--- src/rtl/sctb_pkg.sv ---
// Package with request and result types, address map, timer constants and boot ROM image.
package sctb_pkg;

  typedef enum logic [2:0] {
    CMD_IDLE    = 3'd0,
    CMD_READ    = 3'd1,
    CMD_WRITE   = 3'd2,
    CMD_HOST_WR = 3'd3,
    CMD_HOST_RD = 3'd4
  } cmd_t;

  typedef struct packed {
    logic [2:0]  command;
    logic [15:0] address;
    logic [7:0]  write_data;
    logic [1:0]  host_port;
  } in_t;

  typedef struct packed {
    logic [7:0] read_data;
    logic       ram_access;
    logic       dsp_read;
    logic       dsp_write;
    logic [6:0] dsp_reg;
    logic       dsp_step;
  } out_t;

  typedef struct packed {
    logic       tick;
    logic       ctl_wr;
    logic       tgt_wr;
    logic       cnt_rd;
    logic [1:0] sel;
    logic [7:0] data;
  } timer_ctrl_t;

  localparam int NUM_TIMERS = 3;
  localparam int NUM_PORTS  = 4;

  localparam logic [7:0] ADR_TEST     = 8'hf0;
  localparam logic [7:0] ADR_CONTROL  = 8'hf1;
  localparam logic [7:0] ADR_DSP_ADDR = 8'hf2;
  localparam logic [7:0] ADR_DSP_DATA = 8'hf3;
  localparam logic [7:0] ADR_PORT0    = 8'hf4;
  localparam logic [7:0] ADR_PORT3    = 8'hf7;
  localparam logic [7:0] ADR_TARGET0  = 8'hfa;
  localparam logic [7:0] ADR_TARGET2  = 8'hfc;
  localparam logic [7:0] ADR_COUNTER0 = 8'hfd;
  localparam logic [7:0] ADR_COUNTER2 = 8'hff;
  localparam logic [15:0] ADR_ROM_BASE = 16'hffc0;

  localparam logic [1:0] TARGET_BIAS  = 2'd2;
  localparam logic [1:0] COUNTER_BIAS = 2'd1;

  localparam logic [7:0] PRESCALE_SLOW = 8'd128;
  localparam logic [7:0] PRESCALE_FAST = 8'd16;

  localparam int CTL_CLEAR_LO = 4;
  localparam int CTL_CLEAR_HI = 5;
  localparam int CTL_ROM_HIDE = 7;

  localparam logic [7:0] BOOT_ROM [0:63] = '{
    8'hcd, 8'hef, 8'hbd, 8'he8, 8'h00, 8'hc6, 8'h1d, 8'hd0, 8'hfc, 8'h8f, 8'haa,
    8'hf4, 8'h8f, 8'hbb, 8'hf5, 8'h78, 8'hcc, 8'hf4, 8'hd0, 8'hfb, 8'h2f, 8'h19,
    8'heb, 8'hf4, 8'hd0, 8'hfc, 8'h7e, 8'hf4, 8'hd0, 8'h0b, 8'he4, 8'hf5, 8'hcb,
    8'hf4, 8'hd7, 8'h00, 8'hfc, 8'hd0, 8'hf3, 8'hab, 8'h01, 8'h10, 8'hef, 8'h7e,
    8'hf4, 8'h10, 8'heb, 8'hba, 8'hf6, 8'hda, 8'h00, 8'hba, 8'hf4, 8'hc4, 8'hf4,
    8'hdd, 8'h5d, 8'hd0, 8'hdb, 8'h1f, 8'h00, 8'h00, 8'hc0, 8'hff
  };

endpackage

--- src/rtl/sctb_timers.sv ---
// Three interval timers with prescalers, dividers, targets and 4-bit counters.
module sctb_timers (
  input  logic                    clk,
  input  logic                    rst_n,
  input  sctb_pkg::timer_ctrl_t   ctrl,
  output logic [2:0][3:0]         cnt_ticked
);

  logic [2:0][7:0] pre_r, pre_nxt;
  logic [2:0][7:0] div_r, div_nxt;
  logic [2:0][7:0] tgt_r, tgt_nxt;
  logic [2:0][3:0] cnt_r, cnt_nxt;
  logic [2:0]      on_r, on_nxt;

  always_comb begin
    for (int t = 0; t < sctb_pkg::NUM_TIMERS; t++) begin
      pre_nxt[t] = pre_r[t];
      div_nxt[t] = div_r[t];
      tgt_nxt[t] = tgt_r[t];
      cnt_nxt[t] = cnt_r[t];
      on_nxt[t]  = on_r[t];
      if (ctrl.tick) begin
        if (pre_r[t] == 8'd0) begin
          pre_nxt[t] = ((t == 2) ? sctb_pkg::PRESCALE_FAST : sctb_pkg::PRESCALE_SLOW) - 8'd1;
          if (on_r[t]) begin
            div_nxt[t] = div_r[t] + 8'd1;
            if (div_nxt[t] == tgt_r[t]) begin
              div_nxt[t] = 8'd0;
              cnt_nxt[t] = cnt_r[t] + 4'd1;
            end
          end
        end else begin
          pre_nxt[t] = pre_r[t] - 8'd1;
        end
      end
      cnt_ticked[t] = cnt_nxt[t];
      if (ctrl.ctl_wr) begin
        if (!on_r[t] && ctrl.data[t]) begin
          div_nxt[t] = 8'd0;
          cnt_nxt[t] = 4'd0;
        end
        on_nxt[t] = ctrl.data[t];
      end
      if (ctrl.tgt_wr && ctrl.sel == 2'(t)) begin
        tgt_nxt[t] = ctrl.data;
      end
      if (ctrl.cnt_rd && ctrl.sel == 2'(t)) begin
        cnt_nxt[t] = 4'd0;
      end
    end
  end

  always_ff @(posedge clk) begin
    if (!rst_n) begin
      pre_r <= '0;
      div_r <= '0;
      tgt_r <= '0;
      cnt_r <= '0;
      on_r  <= '0;
    end else begin
      pre_r <= pre_nxt;
      div_r <= div_nxt;
      tgt_r <= tgt_nxt;
      cnt_r <= cnt_nxt;
      on_r  <= on_nxt;
    end
  end

endmodule

--- src/rtl/sound_cpu_io_timer_block.sv ---
// Top level of the sound processor I/O page, timers, mailbox ports and boot ROM.
// All decode and state updates sit in one stage between the input and result registers.
// Throughput: one request per cycle while out_stall is low.
// The input register and the result register let a new request enter while a result waits.
// Reset is synchronous and active low: timers stop and clear, ports clear, boot ROM is shown.
module sound_cpu_io_timer_block (
  input  logic           clk,
  input  logic           rst_n,
  input  logic           in_valid,
  output logic           in_stall,
  input  sctb_pkg::in_t  in_data,
  output logic           out_valid,
  input  logic           out_stall,
  output sctb_pkg::out_t out_data
);

  logic           s1_valid_r, s1_valid_nxt;
  sctb_pkg::in_t  s1_r;
  logic           out_valid_r, out_valid_nxt;
  sctb_pkg::out_t out_r, out_nxt;

  logic                  boot_vis_r, boot_vis_nxt;
  logic [7:0]            dsp_sel_r, dsp_sel_nxt;
  logic [4:0]            phase_r, phase_nxt;
  logic [3:0][7:0]       h2c_r, h2c_nxt;
  logic [3:0][7:0]       c2h_r, c2h_nxt;

  sctb_pkg::timer_ctrl_t tctrl;
  logic [2:0][3:0]       cnt_ticked;

  logic adv;
  logic is_rd, is_wr, is_tick;
  logic io_page;
  logic [7:0] lo;
  logic in_ports, in_targets, in_counters;

  assign adv      = s1_valid_r && (!out_valid_r || !out_stall);
  assign in_stall = s1_valid_r && !adv;
  assign out_valid = out_valid_r;
  assign out_data  = out_r;

  assign is_rd   = (s1_r.command == sctb_pkg::CMD_READ);
  assign is_wr   = (s1_r.command == sctb_pkg::CMD_WRITE);
  assign is_tick = is_rd || is_wr || (s1_r.command == sctb_pkg::CMD_IDLE);

  assign io_page     = (s1_r.address[15:8] == 8'd0);
  assign lo          = s1_r.address[7:0];
  assign in_ports    = io_page && lo >= sctb_pkg::ADR_PORT0 && lo <= sctb_pkg::ADR_PORT3;
  assign in_targets  = io_page && lo >= sctb_pkg::ADR_TARGET0 && lo <= sctb_pkg::ADR_TARGET2;
  assign in_counters = io_page && lo >= sctb_pkg::ADR_COUNTER0 && lo <= sctb_pkg::ADR_COUNTER2;

  always_comb begin
    tctrl.tick   = adv && is_tick;
    tctrl.ctl_wr = adv && is_wr && io_page && lo == sctb_pkg::ADR_CONTROL;
    tctrl.tgt_wr = adv && is_wr && in_targets;
    tctrl.cnt_rd = adv && is_rd && in_counters;
    tctrl.sel    = in_targets ? lo[1:0] - sctb_pkg::TARGET_BIAS
                              : lo[1:0] - sctb_pkg::COUNTER_BIAS;
    tctrl.data   = s1_r.write_data;
  end

  sctb_timers u_timers (
    .clk        (clk),
    .rst_n      (rst_n),
    .ctrl       (tctrl),
    .cnt_ticked (cnt_ticked)
  );

  always_comb begin
    s1_valid_nxt = s1_valid_r;
    if (in_valid && !in_stall) begin
      s1_valid_nxt = 1'b1;
    end else if (adv) begin
      s1_valid_nxt = 1'b0;
    end
    out_valid_nxt = out_valid_r;
    if (adv) begin
      out_valid_nxt = 1'b1;
    end else if (!out_stall) begin
      out_valid_nxt = 1'b0;
    end
  end

  always_comb begin
    out_nxt      = '0;
    boot_vis_nxt = boot_vis_r;
    dsp_sel_nxt  = dsp_sel_r;
    phase_nxt    = phase_r;
    h2c_nxt      = h2c_r;
    c2h_nxt      = c2h_r;
    if (adv) begin
      if (is_tick) begin
        out_nxt.dsp_step = (phase_r == 5'd0);
        phase_nxt        = phase_r + 5'd1;
      end
      case (s1_r.command)
        sctb_pkg::CMD_READ: begin
          if (io_page && lo == sctb_pkg::ADR_DSP_ADDR) begin
            out_nxt.read_data = dsp_sel_r;
          end else if (io_page && lo == sctb_pkg::ADR_DSP_DATA) begin
            out_nxt.dsp_read = 1'b1;
            out_nxt.dsp_reg  = dsp_sel_r[6:0];
          end else if (in_ports) begin
            out_nxt.read_data = h2c_r[lo[1:0]];
          end else if (in_counters) begin
            out_nxt.read_data = {4'd0, cnt_ticked[tctrl.sel]};
          end else if (io_page && (lo == sctb_pkg::ADR_TEST || lo == sctb_pkg::ADR_CONTROL
                                   || in_targets)) begin
            out_nxt.read_data = 8'd0;
          end else if (boot_vis_r && s1_r.address >= sctb_pkg::ADR_ROM_BASE) begin
            out_nxt.read_data = sctb_pkg::BOOT_ROM[s1_r.address[5:0]];
          end else begin
            out_nxt.ram_access = 1'b1;
          end
        end
        sctb_pkg::CMD_WRITE: begin
          out_nxt.ram_access = 1'b1;
          if (io_page && lo == sctb_pkg::ADR_CONTROL) begin
            if (s1_r.write_data[sctb_pkg::CTL_CLEAR_LO]) begin
              h2c_nxt[0] = 8'd0;
              h2c_nxt[1] = 8'd0;
            end
            if (s1_r.write_data[sctb_pkg::CTL_CLEAR_HI]) begin
              h2c_nxt[2] = 8'd0;
              h2c_nxt[3] = 8'd0;
            end
            boot_vis_nxt = !s1_r.write_data[sctb_pkg::CTL_ROM_HIDE];
          end else if (io_page && lo == sctb_pkg::ADR_DSP_ADDR) begin
            dsp_sel_nxt = s1_r.write_data;
          end else if (io_page && lo == sctb_pkg::ADR_DSP_DATA) begin
            if (!dsp_sel_r[7]) begin
              out_nxt.dsp_write = 1'b1;
              out_nxt.dsp_reg   = dsp_sel_r[6:0];
            end
          end else if (in_ports) begin
            c2h_nxt[lo[1:0]] = s1_r.write_data;
          end
        end
        sctb_pkg::CMD_HOST_WR: begin
          h2c_nxt[s1_r.host_port] = s1_r.write_data;
        end
        sctb_pkg::CMD_HOST_RD: begin
          out_nxt.read_data = c2h_r[s1_r.host_port];
        end
        default: begin
        end
      endcase
    end
  end

  always_ff @(posedge clk) begin
    if (!rst_n) begin
      s1_valid_r  <= 1'b0;
      out_valid_r <= 1'b0;
      boot_vis_r  <= 1'b1;
      dsp_sel_r   <= '0;
      phase_r     <= '0;
      h2c_r       <= '0;
      c2h_r       <= '0;
    end else begin
      s1_valid_r  <= s1_valid_nxt;
      out_valid_r <= out_valid_nxt;
      boot_vis_r  <= boot_vis_nxt;
      dsp_sel_r   <= dsp_sel_nxt;
      phase_r     <= phase_nxt;
      h2c_r       <= h2c_nxt;
      c2h_r       <= c2h_nxt;
    end
  end

  always_ff @(posedge clk) begin
    if (in_valid && !in_stall) begin
      s1_r <= in_data;
    end
    if (adv) begin
      out_r <= out_nxt;
    end
  end

  a_phase_hold: assert property (@(posedge clk) disable iff (!rst_n)
    !adv |=> $stable(phase_r))
    else $error("Tick phase moved without a request.");

  a_host_no_step: assert property (@(posedge clk) disable iff (!rst_n)
    adv && (s1_r.command == sctb_pkg::CMD_HOST_WR || s1_r.command == sctb_pkg::CMD_HOST_RD)
    |=> !out_r.dsp_step)
    else $error("Host access raised a DSP step.");

  a_dsp_high_blocked: assert property (@(posedge clk) disable iff (!rst_n)
    adv && is_wr && dsp_sel_r[7] |=> !out_r.dsp_write)
    else $error("DSP write passed with the select high bit set.");

  a_dsp_exclusive: assert property (@(posedge clk) disable iff (!rst_n)
    out_valid_r |-> !(out_r.dsp_read && out_r.dsp_write))
    else $error("DSP read and write flagged together.");

endmodule
--- config.mk ---
export PLATFORM = sky130hd
export DESIGN_NAME = sound_cpu_io_timer_block
export DESIGN_NICKNAME = d
export VERILOG_FILES = /design/src/rtl/sctb_pkg.sv /design/src/rtl/sctb_timers.sv /design/src/rtl/sound_cpu_io_timer_block.sv
export SDC_FILE = /design/constraint.sdc
export NUM_CORES = 1
export LEC_CHECK = 0
export BUFFER_PORTS_ARGS = -buffer_cell sky130_fd_sc_hd__buf_2
export CAP_MARGIN = 15
export CELL_PAD_IN_SITES_DETAIL_PLACEMENT = 1
export CELL_PAD_IN_SITES_GLOBAL_PLACEMENT = 2
export CORE_MARGIN = 10
export CORE_UTILIZATION = 42
export CTS_CLUSTER_SIZE = 20
export DETAILED_ROUTE_END_ITERATION = 7
export PLACE_DENSITY_LB_ADDON = 0.1
export SETUP_SLACK_MARGIN = 0.1
export SYNTH_ARGS = -nofsm -noshare
export SYNTH_HDL_FRONTEND = slang
export SYNTH_SLANG_ARGS = --single-unit
--- constraint.sdc ---
create_clock -name clk -period 9.2 [get_ports clk]
set_input_delay 1.84 -clock clk [delete_from_list [all_inputs] [get_ports clk]]
set_output_delay 1.84 -clock clk [all_outputs]
set_load 0.02 [all_outputs]
* Word-level counts from Yosys, hierarchy flattened
Memories as Yosys holds them, arrays and structs flattened.
Index checks and enable logic that the tools add are counted.
** Cells by class
- Bitwise gates (word level) :: 7
- Equality and inequality tests :: 17
- $add $sub $neg :: 12
- Multiplexer cells :: 83
- Reductions and logical operators :: 65
- $lt $le $gt $ge :: 13
** Operator list (count)
- $mux 8 :: 33
- $mux 4 :: 19
- $bwmux 32 :: 2
- $pmux 32 s2 :: 1
- $mux 7 :: 5
- $bmux 8 s2 :: 2
- $demux 8 s2 :: 2
- $eq 8x8->1 const B :: 4
- $logic_and 1x1->1 :: 32
- $logic_not 8->1 :: 4
- $mux 16 :: 2
- $mux 32 :: 1
- $add 8x1->8 const B :: 3
- $eq 8x8->1 :: 3
- $ge 8x8->1 const B :: 3
- $le 8x8->1 const B :: 3
- $sub 8x1->8 const B :: 3
- $ge 16x16->1 const B :: 1
- $pmux 8 s2 :: 1
- $pmux 7 s2 :: 1
- $add 4x1->4 const B :: 3
- $reduce_and 4->1 :: 3
- $lt 2x3->1 const B :: 3
- $mux 1 :: 9
- other kinds (29) :: 54
** Word-level totals
- Output and inout bits :: 21
- Memory bits (read-only) :: 512
- Bits of input ports :: 33
- Memories kept :: 1
- Register bits after elaboration :: 215
- Word-level logic and storage cells :: 234
** Memory list
- (name not given) :: depth 64, bits a word 8, read ports 1, clocked after memory_dff 0, wr ports 0, line sound_cpu_io_timer_block.sv:111 : out_nxt.read_data = sctb_pkg::BOOT_ROM[s1_r.address[5:0]];

* Depth between registers and ports, before layout
Gate-level depths: netlist of the first run.
- Depth after elaboration :: 13
- Gate-level depth with buffers :: 12
- Gate-level depth less buffers :: 10

* Cells and area by module
Synthesis of the first run repeated with hierarchy kept, for this count alone.
** Unflattened totals
- Cell total of the unflattened synthesis :: 1219
- Area total of the unflattened synthesis :: 11282.1 sq um
** By module, submodules not included
- sound_cpu_io_timer_block :: seq. area each 3042.9 sq um, area each 6636.4 sq um, instances 1, cells an instance 680
- sctb_timers :: seq. area each 1741.7 sq um, area each 4645.7 sq um, instances 1, cells an instance 539

* Worst setup path before layout of the first run
OpenSTA, ideal clock, no wires.
- Path type :: input to register
- Start :: input out_stall
- End :: register u_timers.div_r[0] (netlist bit)
- Arrival time :: 4.254 ns
- Path buffers :: 1
- Data required time :: 9.076 ns
- Setup time :: 0.124 ns
- Path slack :: 4.821 ns
- Stages :: 9
- Cell sequence :: a21bo_2 > inv_1 > nand3b_1 > nor2_1 > nand3_1 > o21ai_0 > or2_2 > clkbuf_1 > nor2_1
** On the way
- Word-level cells in the longest chain between the ends :: 7
- Elaborated cells on any way between the ends :: 10
- Those cells by class :: 3 x mux; 7 x reduce/logical
** RTL lines
- start, declared :: line sound_cpu_io_timer_block.sv:13 : input logic out_stall,
- $logic_not 1->1 *
- $logic_or 1x1->1 * :: line sound_cpu_io_timer_block.sv:37 : assign adv = s1_valid_r && (!out_valid_r || !out_stall);
- $logic_and 1x1->1 * :: line sound_cpu_io_timer_block.sv:37
- named net adv :: line sound_cpu_io_timer_block.sv:31 : logic adv;
- $logic_and 1x1->1 (on tied branches) :: line sound_cpu_io_timer_block.sv:53, sound_cpu_io_timer_block.sv:54
- $mux 8 / $logic_and 1x1->1 (equally long branches) :: line sctb_timers.sv:22, sound_cpu_io_timer_block.sv:54
- $mux 8 / $logic_and 1x1->1 (equally long branches) :: line sctb_timers.sv:38, sound_cpu_io_timer_block.sv:54
- $mux 8 * :: line sctb_timers.sv:37 : if (ctrl.ctl_wr) begin
- end signal, assigned :: line sctb_timers.sv:62 : div_r <= div_nxt;
- end, declared :: line sctb_timers.sv:10 : logic [2:0][7:0] div_r, div_nxt;
The timed path passes the listed nets; every way through them passes the cells marked *.
A chain may end at the register's enable or synchronous reset.

* Worst setup path in the final report of the first run
- Start :: input out_stall
- End :: register u_timers.cnt_r[7] (netlist bit)
** On the way
- Word-level cells in the longest chain between the ends :: 7
- Elaborated cells on any way between the ends :: 14
- Those cells by class :: 3 x mux; 11 x reduce/logical
** RTL lines
- $logic_not 1->1 *
- $logic_or 1x1->1 * :: line sound_cpu_io_timer_block.sv:37
- $logic_and 1x1->1 * :: line sound_cpu_io_timer_block.sv:37
- named net adv :: line sound_cpu_io_timer_block.sv:31
- $logic_and 1x1->1 (on tied branches) :: line sound_cpu_io_timer_block.sv:53, sound_cpu_io_timer_block.sv:54, sound_cpu_io_timer_block.sv:56
- $mux 4, or another cell as far along :: line sctb_timers.sv:22 : if (ctrl.tick) begin
- $mux 4, or another cell as far along :: line sctb_timers.sv:38 : if (!on_r[t] && ctrl.data[t]) begin
- $mux 4 / $reduce_or 2->1 (equally long branches)
- end signal, assigned :: line sctb_timers.sv:64 : cnt_r <= cnt_nxt;
- end, declared :: line sctb_timers.sv:12 : logic [2:0][3:0] cnt_r, cnt_nxt;
Marked as above.

==> results of run 1 <==
-- stage by stage --
stage	hold WS, ns	total power, uW	cells	utilization, %
floorplan	0.440	1130	1196	-
global placement	0.448	1190	1525	44.6
detailed placement	0.459	1190	1525	44.6
CTS	0.468	2200	1569	47.9
global route	0.484	2260	1569	47.9
finish	0.465	2180	1569	47.9
-- cells by family after synthesis --
| family | Yosys count | synth area share (%) |
|---|---|---|
| adders and majority gates | 16 | 1.81 |
| and+or+nand+nor | 470 | 22.2 |
| AOI/OAI and AO/OA | 280 | 17.1 |
| DFF | 215 | 43.2 |
| muxes | 57 | 7.31 |
| xor gates and xnor gates | 62 | 4.90 |
| buffers and inverters | 96 | 3.49 |
-- flip-flops by register name, indices dropped and copies added, names as in the netlist --
register,flops
c2h_r,32
h2c_r,32
u_timers.div_r,24
u_timers.pre_r,24
u_timers.tgt_r,24
s1_r,21
out_data,19
u_timers.cnt_r,12
dsp_sel_r,8
lo,8
phase_r,5
u_timers.on_r,3
boot_vis_r,1
out_valid,1
s1_valid_r,1
-- final cells by class --
cell class / count / area share, %
inverter: 21 / 0.634
sequential: 215 / 38.5
clock inverter: 7 / 0.493
tap: 335 / 3.37
multi-input combinational: 885 / 47.6
clock buffer: 37 / 6.30
timing repair buffer: 69 / 3.12
-- worst max path at each step --
stage,from,endpoint,slack (ns),depth (start not counted)
after floorplan,out_stall,u_timers.div_r[0]$_SDFF_PN0_,4.82,9
after global placement,out_stall,u_timers.cnt_r[7]$_SDFF_PP0_,4.27,10
after detailed placement,out_stall,u_timers.cnt_r[7]$_SDFF_PP0_,4.15,10
after CTS,out_stall,u_timers.cnt_r[7]$_SDFF_PP0_,4.67,10
after global routing,out_stall,u_timers.cnt_r[6]$_SDFF_PP0_,4.40,10
final,out_stall,u_timers.cnt_r[7]$_SDFF_PP0_,4.69,10
-- where the power goes --
part | switching (uW) | internal, uW
combinational | 98.3 | 58.2
sequential | 28.6 | 984
clock | 401 | 613
total | 527 | 1660
-- routing by layer --
| metal | global-route usage [%] | part of all wire, % | vias up |
|---|---|---|---|
| met4 | 3.45 | 1.4 | 0 |
| met2 | 33.5 | 47 | 157 |
| li1 | - | - | 4339 |
| met1 | 26.6 | 47 | 4522 |
| met5 | 0 | 0 | - |
| met3 | 3.11 | 4.7 | 29 |
-- placed cells by master (no fill, tap or decap), types with 5 or more instances in the layout --
cell type  instances
a311oi_1           5
nand3_1           50
nand2b_1          14
xnor2_1           43
a21boi_0          51
o211ai_1           5
or3_1              6
clkbuf_8           7
mux4_2            18
nand4_1           12
a21o_1             7
clkbuf_16         27
a21oi_1           51
buf_2             52
nor2b_1           72
o21ai_0           47
mux2i_1           37
o21a_1             6
nor3b_1            5
ha_1              16
inv_1             20
a22oi_1           39
buf_4             17
and3_1            13
a211oi_1          16
a31oi_1           10
nand2_1          123
nand3b_1          12
nor2_1            81
dfxtp_1          167
o211a_1            5
nor3_1            19
edfxtp_1          48
and2_1            25
nor4_1             8
xor2_1            19
-- worst max-delay path, cell delays in order --
cell	delay, ns
buf_2	0.11
a21bo_2	0.27
inv_1	0.07
buf_4	0.31
nand3b_1	0.31
nor2_1	0.55
nand3_1	0.44
o21ai_1	0.69
a21o_1	0.22
nor2_1	0.07
==> impl_metrics.ini, run 1 <==
[hold_path]
hold_end = c2h_r[19]$_SDFFE_PN0P_
whs_path_depth = 2
hold_class = flip-flop to flip-flop
hp-start = c2h_r[19]$_SDFFE_PN0P_

[run]
maxCapViolCount = 0

[detailed_routing]
vias = 9047
drtIter0Drc = 626
vias_per_cell = 5.77
drc = 0
dr.pass1.iters = 4
wl_mm = 33.7
routedWlPerCell_um = 21.5
ant_nets = 0

[logic_synthesis]
synth-edff-count = 48
synth_area_mm2 = 0.0111
seq_area_frac_synth_pct = 43.2
ys_warn_count = 0
synth_top_flop_cell = dfxtp_1
synth_top_area_share_pct = 30.2
ys_seq_elements = 215
synth_top_cells_by_count = dfxtp_1, nand2_1, nor2_1
synth_nets = 1245
async_flop_share_pct = 0
ys_types = 77
netlist_top_cells_area = dfxtp_1, edfxtp_1, nand2_1, nor2b_1, mux4_2
syn_avg_cell_area_um2 = 9.26
yosysMostFrequentCell = dfxtp_1
synth_cells = 1196
synth_top_cell_by_area = dfxtp_1

[place]
port_buffers = 53
dp_hpwl_mm = 23.2
placed_cell_area_mm2 = 0.0116
place.gp.congestion = 0.842
pre_cts_slack_ns = 4.15

[clock_network]
htree_levels = 1
cts_resized = 0
postCtsHoldBufs = 0
clockRootBuffer = clkbuf_16
cts_buffers = 24
path_clk_slew_ns = 0.06
cts_setup_buffers = 0
cts_tree = yes
clk_path_buf_depth = 3
clock_latency_ns = 0.52
clock-sinks = 215

[critical_path]
reg2reg_slack_ns = 5.51
critPathMaxFanout = 21
cp-end-kind = flip-flop
required_ns = 9.60
r2r_end = out_data[14]$_SDFFCE_PN0P_
r2r_start = lo[0]$_DFFE_PP_
arrival_ns = 4.91
path_class = input pin to flip-flop
reg2regPathDepth = 10
cp-start-kind = input pin

[sta]
fin_crit_sh_pct = 49.0
slew-limit-headroom_pct = 33.6
drv_slew = 0
period_minus_slack_ns = 4.51
tns_ns = 0
worstMarginPinSlew_ns = 0.994
setup_slack_ns = 4.69
hold_viol_final = 0
rsz0062_at_grt = no
finalSetupViolations = 0
finClkSkew_ns = 0.0187
timing.fmax_mhz = 222

[cells_and_area]
ff_latch_area_mm2 = 0.00478
diodes = 0
multi_input_area_mm2 = 0.00593
drive_gt1_share_pct = 12.2
num-nets-final = 1265
final_area_mm2 = 0.0124
area_growth_pct = 12.3
fill_cells = 2987

[floorplanning]
dieArea_mm2 = 0.0333
rows = 59
initial_core_util_pct = 42.6
core_area_mm2 = 0.0260
ioPinCount = 54
die_w_um = 182
dieHeight_um = 182

[global_route]
track_usage_pct = 19.9
grt_pass1_wl_mm = 53.9
grt_pass1_vias = 9311
antenna_found_initial = 0
grt.overflow.total = 0
grt_max_degree = 78

[power]
p_leak_uw = 0.00449
powerDensity_mw_per_mm2 = 175
vdd_ir_drop_max_mv = 0.140

[status]
status = finished clean
Power figures use the tool's default switching activity.
==> run 2, diff against run 1 <==
--- a/config.mk
+++ b/config.mk
@@ -10,7 +10,7 @@
 export CELL_PAD_IN_SITES_DETAIL_PLACEMENT = 1
 export CELL_PAD_IN_SITES_GLOBAL_PLACEMENT = 2
 export CORE_MARGIN = 10
-export CORE_UTILIZATION = 42
+export CORE_UTILIZATION = 39
 export CTS_CLUSTER_SIZE = 20
 export DETAILED_ROUTE_END_ITERATION = 7
 export PLACE_DENSITY_LB_ADDON = 0.1
==> constraint.sdc (replaced) <==
create_clock -name clk -period 4.15 [get_ports clk]
set_input_delay 0.83 -clock clk [delete_from_list [all_inputs] [get_ports clk]]
set_output_delay 0.83 -clock clk [all_outputs]
set_load 0.02 [all_outputs]
==> run 2 against run 1 <==
  * Hold slack worse by 0.00058 ns
  * Highest routed layer unchanged
  * Clock-buffer cell count up 1
  * Setup slack worse by 3.9 ns
  * First-iteration DRC count down 6.2%
  * Combinational power up 120%
  * Flip-flop and latch count unchanged
  * Core utilization down 2.6 points
  * Non-clock buffer count up 18
==> impl_metrics.ini, run 2 (same netlist as run 1, synthesis figures left out) <==
[sta]
hold_viol_final = 0
period_minus_slack_ns = 3.35
finalSetupViolations = 0
worstMarginPinSlew_ns = 0.834
fin_crit_sh_pct = 80.8
tns_ns = 0
rsz0062_at_grt = no
drv_slew = 0
slew-limit-headroom_pct = 44.0
holdWs_ns = 0.464
timing.fmax_mhz = 298
finClkSkew_ns = 0.0107

[global_route]
grt_pass1_vias = 9272
track_usage_pct = 18.8
grt_pass1_wl_mm = 54.3
antenna_found_initial = 0
grt.overflow.total = 0
grt_max_degree = 66

[hold_path]
hold_end = c2h_r[28]$_SDFFE_PN0P_
hp-start = c2h_r[28]$_SDFFE_PN0P_
whs_path_depth = 2
hold_class = flip-flop to flip-flop

[critical_path]
reg2regPathDepth = 8
required_ns = 4.41
cp-end-kind = flip-flop
arrival_ns = 3.61
reg2reg_slack_ns = 0.80
path_class = flip-flop to flip-flop
r2r_start = s1_r[18]$_DFFE_PP_
cp-start-kind = flip-flop
crit_path_start = s1_r[18]$_DFFE_PP_
r2r_end = out_data[14]$_SDFFCE_PN0P_
critPathMaxFanout = 9

[cells_and_area]
drive_gt1_share_pct = 13.2
num-nets-final = 1286
diodes = 0
final_cell_mix = dfxtp_1, nand2_1, nor2_1
reg.largest.list = c2h_r x32, h2c_r x32
area_growth_pct = 14.2
final_common_cell = dfxtp_1
fill_cells = 3231
ff_latch_area_mm2 = 0.00478
final_cells = 1634
multi_input_area_mm2 = 0.00592

[place]
dp_hpwl_mm = 23.8
place.gp.congestion = 0.819
port_buffers = 53
dpl.cell_count = 1586

[floorplanning]
dieHeight_um = 189
die_w_um = 189
ioPinCount = 54
initial_core_util_pct = 39.7
core_area_mm2 = 0.0279
dieArea_mm2 = 0.0356
rows = 61

[clock_network]
path_clk_slew_ns = 0.06
clock-sinks = 215
cts_buffers = 27
htree_levels = 1
clock_latency_ns = 0.53
clk_path_buf_depth = 3
cts_resized = 0
postCtsHoldBufs = 0
cts_tree = yes
cts_setup_buffers = 0
clockRootBuffer = clkbuf_16

[status]
status = finished clean

[detailed_routing]
drc = 0
routedWlPerCell_um = 20.9
wl_mm = 34.2
drtIter0Drc = 587
vias_per_cell = 5.54
dr.pass1.iters = 5
ant_nets = 0
vias = 9054

[run]
maxCapViolCount = 0

[power]
powerDensity_mw_per_mm2 = 388
p_leak_uw = 0.00459
vdd_ir_drop_max_mv = 0.288
run 2: cell types whose count changed in the layout (fill, tap and decap cells not counted), sizes merged:
cell and delta:
buf +18, bufinv +1, clkbuf +1, clkinv +1
inv +1
run 2: report_power, final:
group / internal [uW] / switching [uW] / total (uW)
sequential: 2180 / 67.8 / 2250
combinational: 135 / 215 / 350
clock: 1400 / 908 / 2310
total: 3720 / 1190 / 4910
run 2: through the flow:
stage / total power (uW) / utilization, % / area (um2) / setup slack (ns)
global placement: 2640 / 42.2 / 11800 / 0.760
global route: 5100 / 45.3 / 12600 / 0.606
detailed placement: 2650 / 42.2 / 11800 / 0.744
floorplan: 2500 / - / 11100 / 0.781
finish: 4910 / 45.3 / 12600 / 0.796
CTS: 4980 / 45.3 / 12600 / 0.759
run 2: layer usage:
layer | up-vias | track usage [%] | wire length, um
li1 | 4388 | - | -
met1 | 4474 | 26.1 | 16600
met2 | 156 | 30.1 | 15500
met3 | 36 | 2.97 | 1490
met4 | 0 | 4.21 | 605
met5 | - | 0 | 0
run 2: critical path: stages (launching register included):
cell and delay, ns:
edfxtp_1 0.39, or4_1 0.63, or3_1 0.59, nor3_4 0.54, nor3_1 0.11, a21oi_1 0.31, o21ai_0 0.15, a21oi_1 0.21
o221ai_1 0.15
run 2: how the worst max path moves through the flow:
stage                                    to  slack (ns)
2_1_floorplan  u_timers.div_r[0]$_SDFF_PN0_        0.78
3_3_place_gp     out_data[14]$_SDFFCE_PN0P_        0.76
3_5_place_dp     out_data[11]$_SDFFCE_PN0P_        0.74
4_1_cts          out_data[14]$_SDFFCE_PN0P_        0.76
5_1_grt          out_data[14]$_SDFFCE_PN0P_        0.61
6_report         out_data[14]$_SDFFCE_PN0P_        0.80
run 2: layout make-up:
cell class	instances	share of cell area, %
clock buffers	38	6.07
inverters	21	0.623
flip-flops and latches	215	37.8
repair buffers	87	4.13
clock inverters	10	0.791
well taps	378	3.74
multi-input cells	885	46.8
==> run 3, diff against run 2 <==
==> constraint.sdc (replaced) <==
create_clock -name clk -period 3.2 [get_ports clk]
set_input_delay 0.64 -clock clk [delete_from_list [all_inputs] [get_ports clk]]
set_output_delay 0.64 -clock clk [all_outputs]
set_load 0.02 [all_outputs]
==> run 3 against run 2 <==
  * Power is 27% higher
  * Sequential power is 28% higher
  * Clock skew is 0.0035 ns higher
  * Cell count up 1.3%
  * Via count grew 1.9%
  * Clock power rose by 23%
==> impl_metrics.ini, run 3 (same netlist as run 1, synthesis figures left out) <==
[clock_network]
cts_buffers = 26
clockRootBuffer = clkbuf_16
path_clk_slew_ns = 0.06
htree_levels = 1
clock-sinks = 215
clk_path_buf_depth = 3
postCtsHoldBufs = 0
clock_latency_ns = 0.53
cts_setup_buffers = 0
cts_tree = yes

[place]
dp_hpwl_mm = 24.0
port_buffers = 53
place.gp.congestion = 0.833
dpl.cell_count = 1608

[power]
vdd_ir_drop_max_mv = 0.305
combPwrFrac_pct = 8.1
netSwitchingFraction_pct = 24.7
power.share.clock_pct = 45.5
p_leak_uw = 0.00468
p_int_uw = 4700
powerDensity_mw_per_mm2 = 485
p_sw_uw = 1540
seq_power_share_pct = 46.4

[critical_path]
path_class = flip-flop to flip-flop
path_cells = ha_1, and2_0, o21a_1, o31ai_1, nor4_1, xnor2_1, o21ai_0, a21oi_1, o221ai_1
cp_slowest_cell = o31ai_1
critPathMaxFanout = 6
slowest_delay_ns = 0.65
cp-start-kind = flip-flop
crit_buf_inv = 0
cpLargestDelayFamily = compound AO/OA/AOI/OAI gates
required_ns = 3.46
arrival_ns = 3.13
cp-end-kind = flip-flop

[floorplanning]
dieHeight_um = 189
dieArea_mm2 = 0.0356
rows = 61
ioPinCount = 54
die_w_um = 189
initial_core_util_pct = 39.7
core_area_mm2 = 0.0279

[global_route]
grt.overflow.total = 0
grt_pass1_wl_mm = 54.8
grt_max_degree = 103
antenna_found_initial = 0
grt_pass1_vias = 9510
track_usage_pct = 18.9

[detailed_routing]
vias_per_cell = 5.58
routedWlPerCell_um = 20.6
vias = 9229
drtIter0Drc = 494
ant_nets = 0
dr.pass1.iters = 5
drc = 0
wl_mm = 34.2

[cells_and_area]
drive_gt1_share_pct = 15.0
num-nets-final = 1307
final_cells = 1655
ff_latch_area_mm2 = 0.00478
final_cell_mix = dfxtp_1, nand2_1, nor2_1
multi_input_area_mm2 = 0.00596
diodes = 0
fill_cells = 3242
area_growth_pct = 16.0
final_common_cell = dfxtp_1
reg.largest.list = c2h_r x32, h2c_r x32

[sta]
period_minus_slack_ns = 2.86
timing.fmax_mhz = 349
tns_ns = 0
finClkSkew_ns = 0.0142
slew-limit-headroom_pct = 44.6
drv_slew = 0
finalSetupViolations = 0
hold_viol_final = 0
worstMarginPinSlew_ns = 0.831
rsz0062_at_grt = no
fin_crit_sh_pct = 89.5

[hold_path]
hold_class = input pin to flip-flop

[run]
maxCapViolCount = 0

[status]
status = finished clean
-- run 3: through the flow --
step	instance area, um2	worst slack, ns	utilization (%)	hold WS [ns]	total power (uW)
finish	12900	0.336	46.0	0.283	6240
global route	12900	0.115	46.0	0.260	6470
CTS	12800	0.176	45.9	0.270	6300
detailed placement	12000	0.220	43.0	0.461	3450
global placement	12000	0.295	43.0	0.446	3440
floorplan	11100	0.176	-	0.440	3250
-- run 3: final cells by class --
cell class              count  area share [%]
multi-input cells         885            46.4
well taps                 378            3.68
inverters                  21           0.613
flip-flops and latches    215            37.2
clock inverters            10           0.672
repair buffers            109            5.74
clock buffers              37            5.70
-- run 3: final timing paths --
path	startpoint	end	slack, ns	depth (start not counted)
worst max-delay path	u_timers.div_r[16]$_SDFF_PN0_	out_data[14]$_SDFFCE_PN0P_	0.34	9
worst max register to register	u_timers.div_r[16]$_SDFF_PN0_	out_data[14]$_SDFFCE_PN0P_	0.34	9
worst min register to register	c2h_r[22]$_SDFFE_PN0P_	c2h_r[22]$_SDFFE_PN0P_	0.47	2
worst min-delay path	in_data[18]	s1_r[18]$_DFFE_PP_	0.28	1
-- run 3: repair_timing --
item	CTS	global route
gates resized for setup	0	6
endpoints found under the hold margin	0	0
endpoints found under the setup margin	0	4
-- run 3: layer usage --
layer | GRT usage, % | wire [um] | vias to the layer above
met3 | 2.82 | 1360 | 44
met1 | 25.8 | 16400 | 4594
met2 | 30.8 | 15800 | 162
met5 | 0 | 0 | -
met4 | 4.55 | 686 | 0
li1 | - | - | 4429
-- run 3: power groups by stage --
stage	Sequential (uW)	Clock, uW	Combinational [uW]
floorplan	2930	0	315
global placement	2950	0	493
detailed placement	2950	0	499
CTS	2890	2910	501
global route	2900	3020	551
finish	2890	2840	503
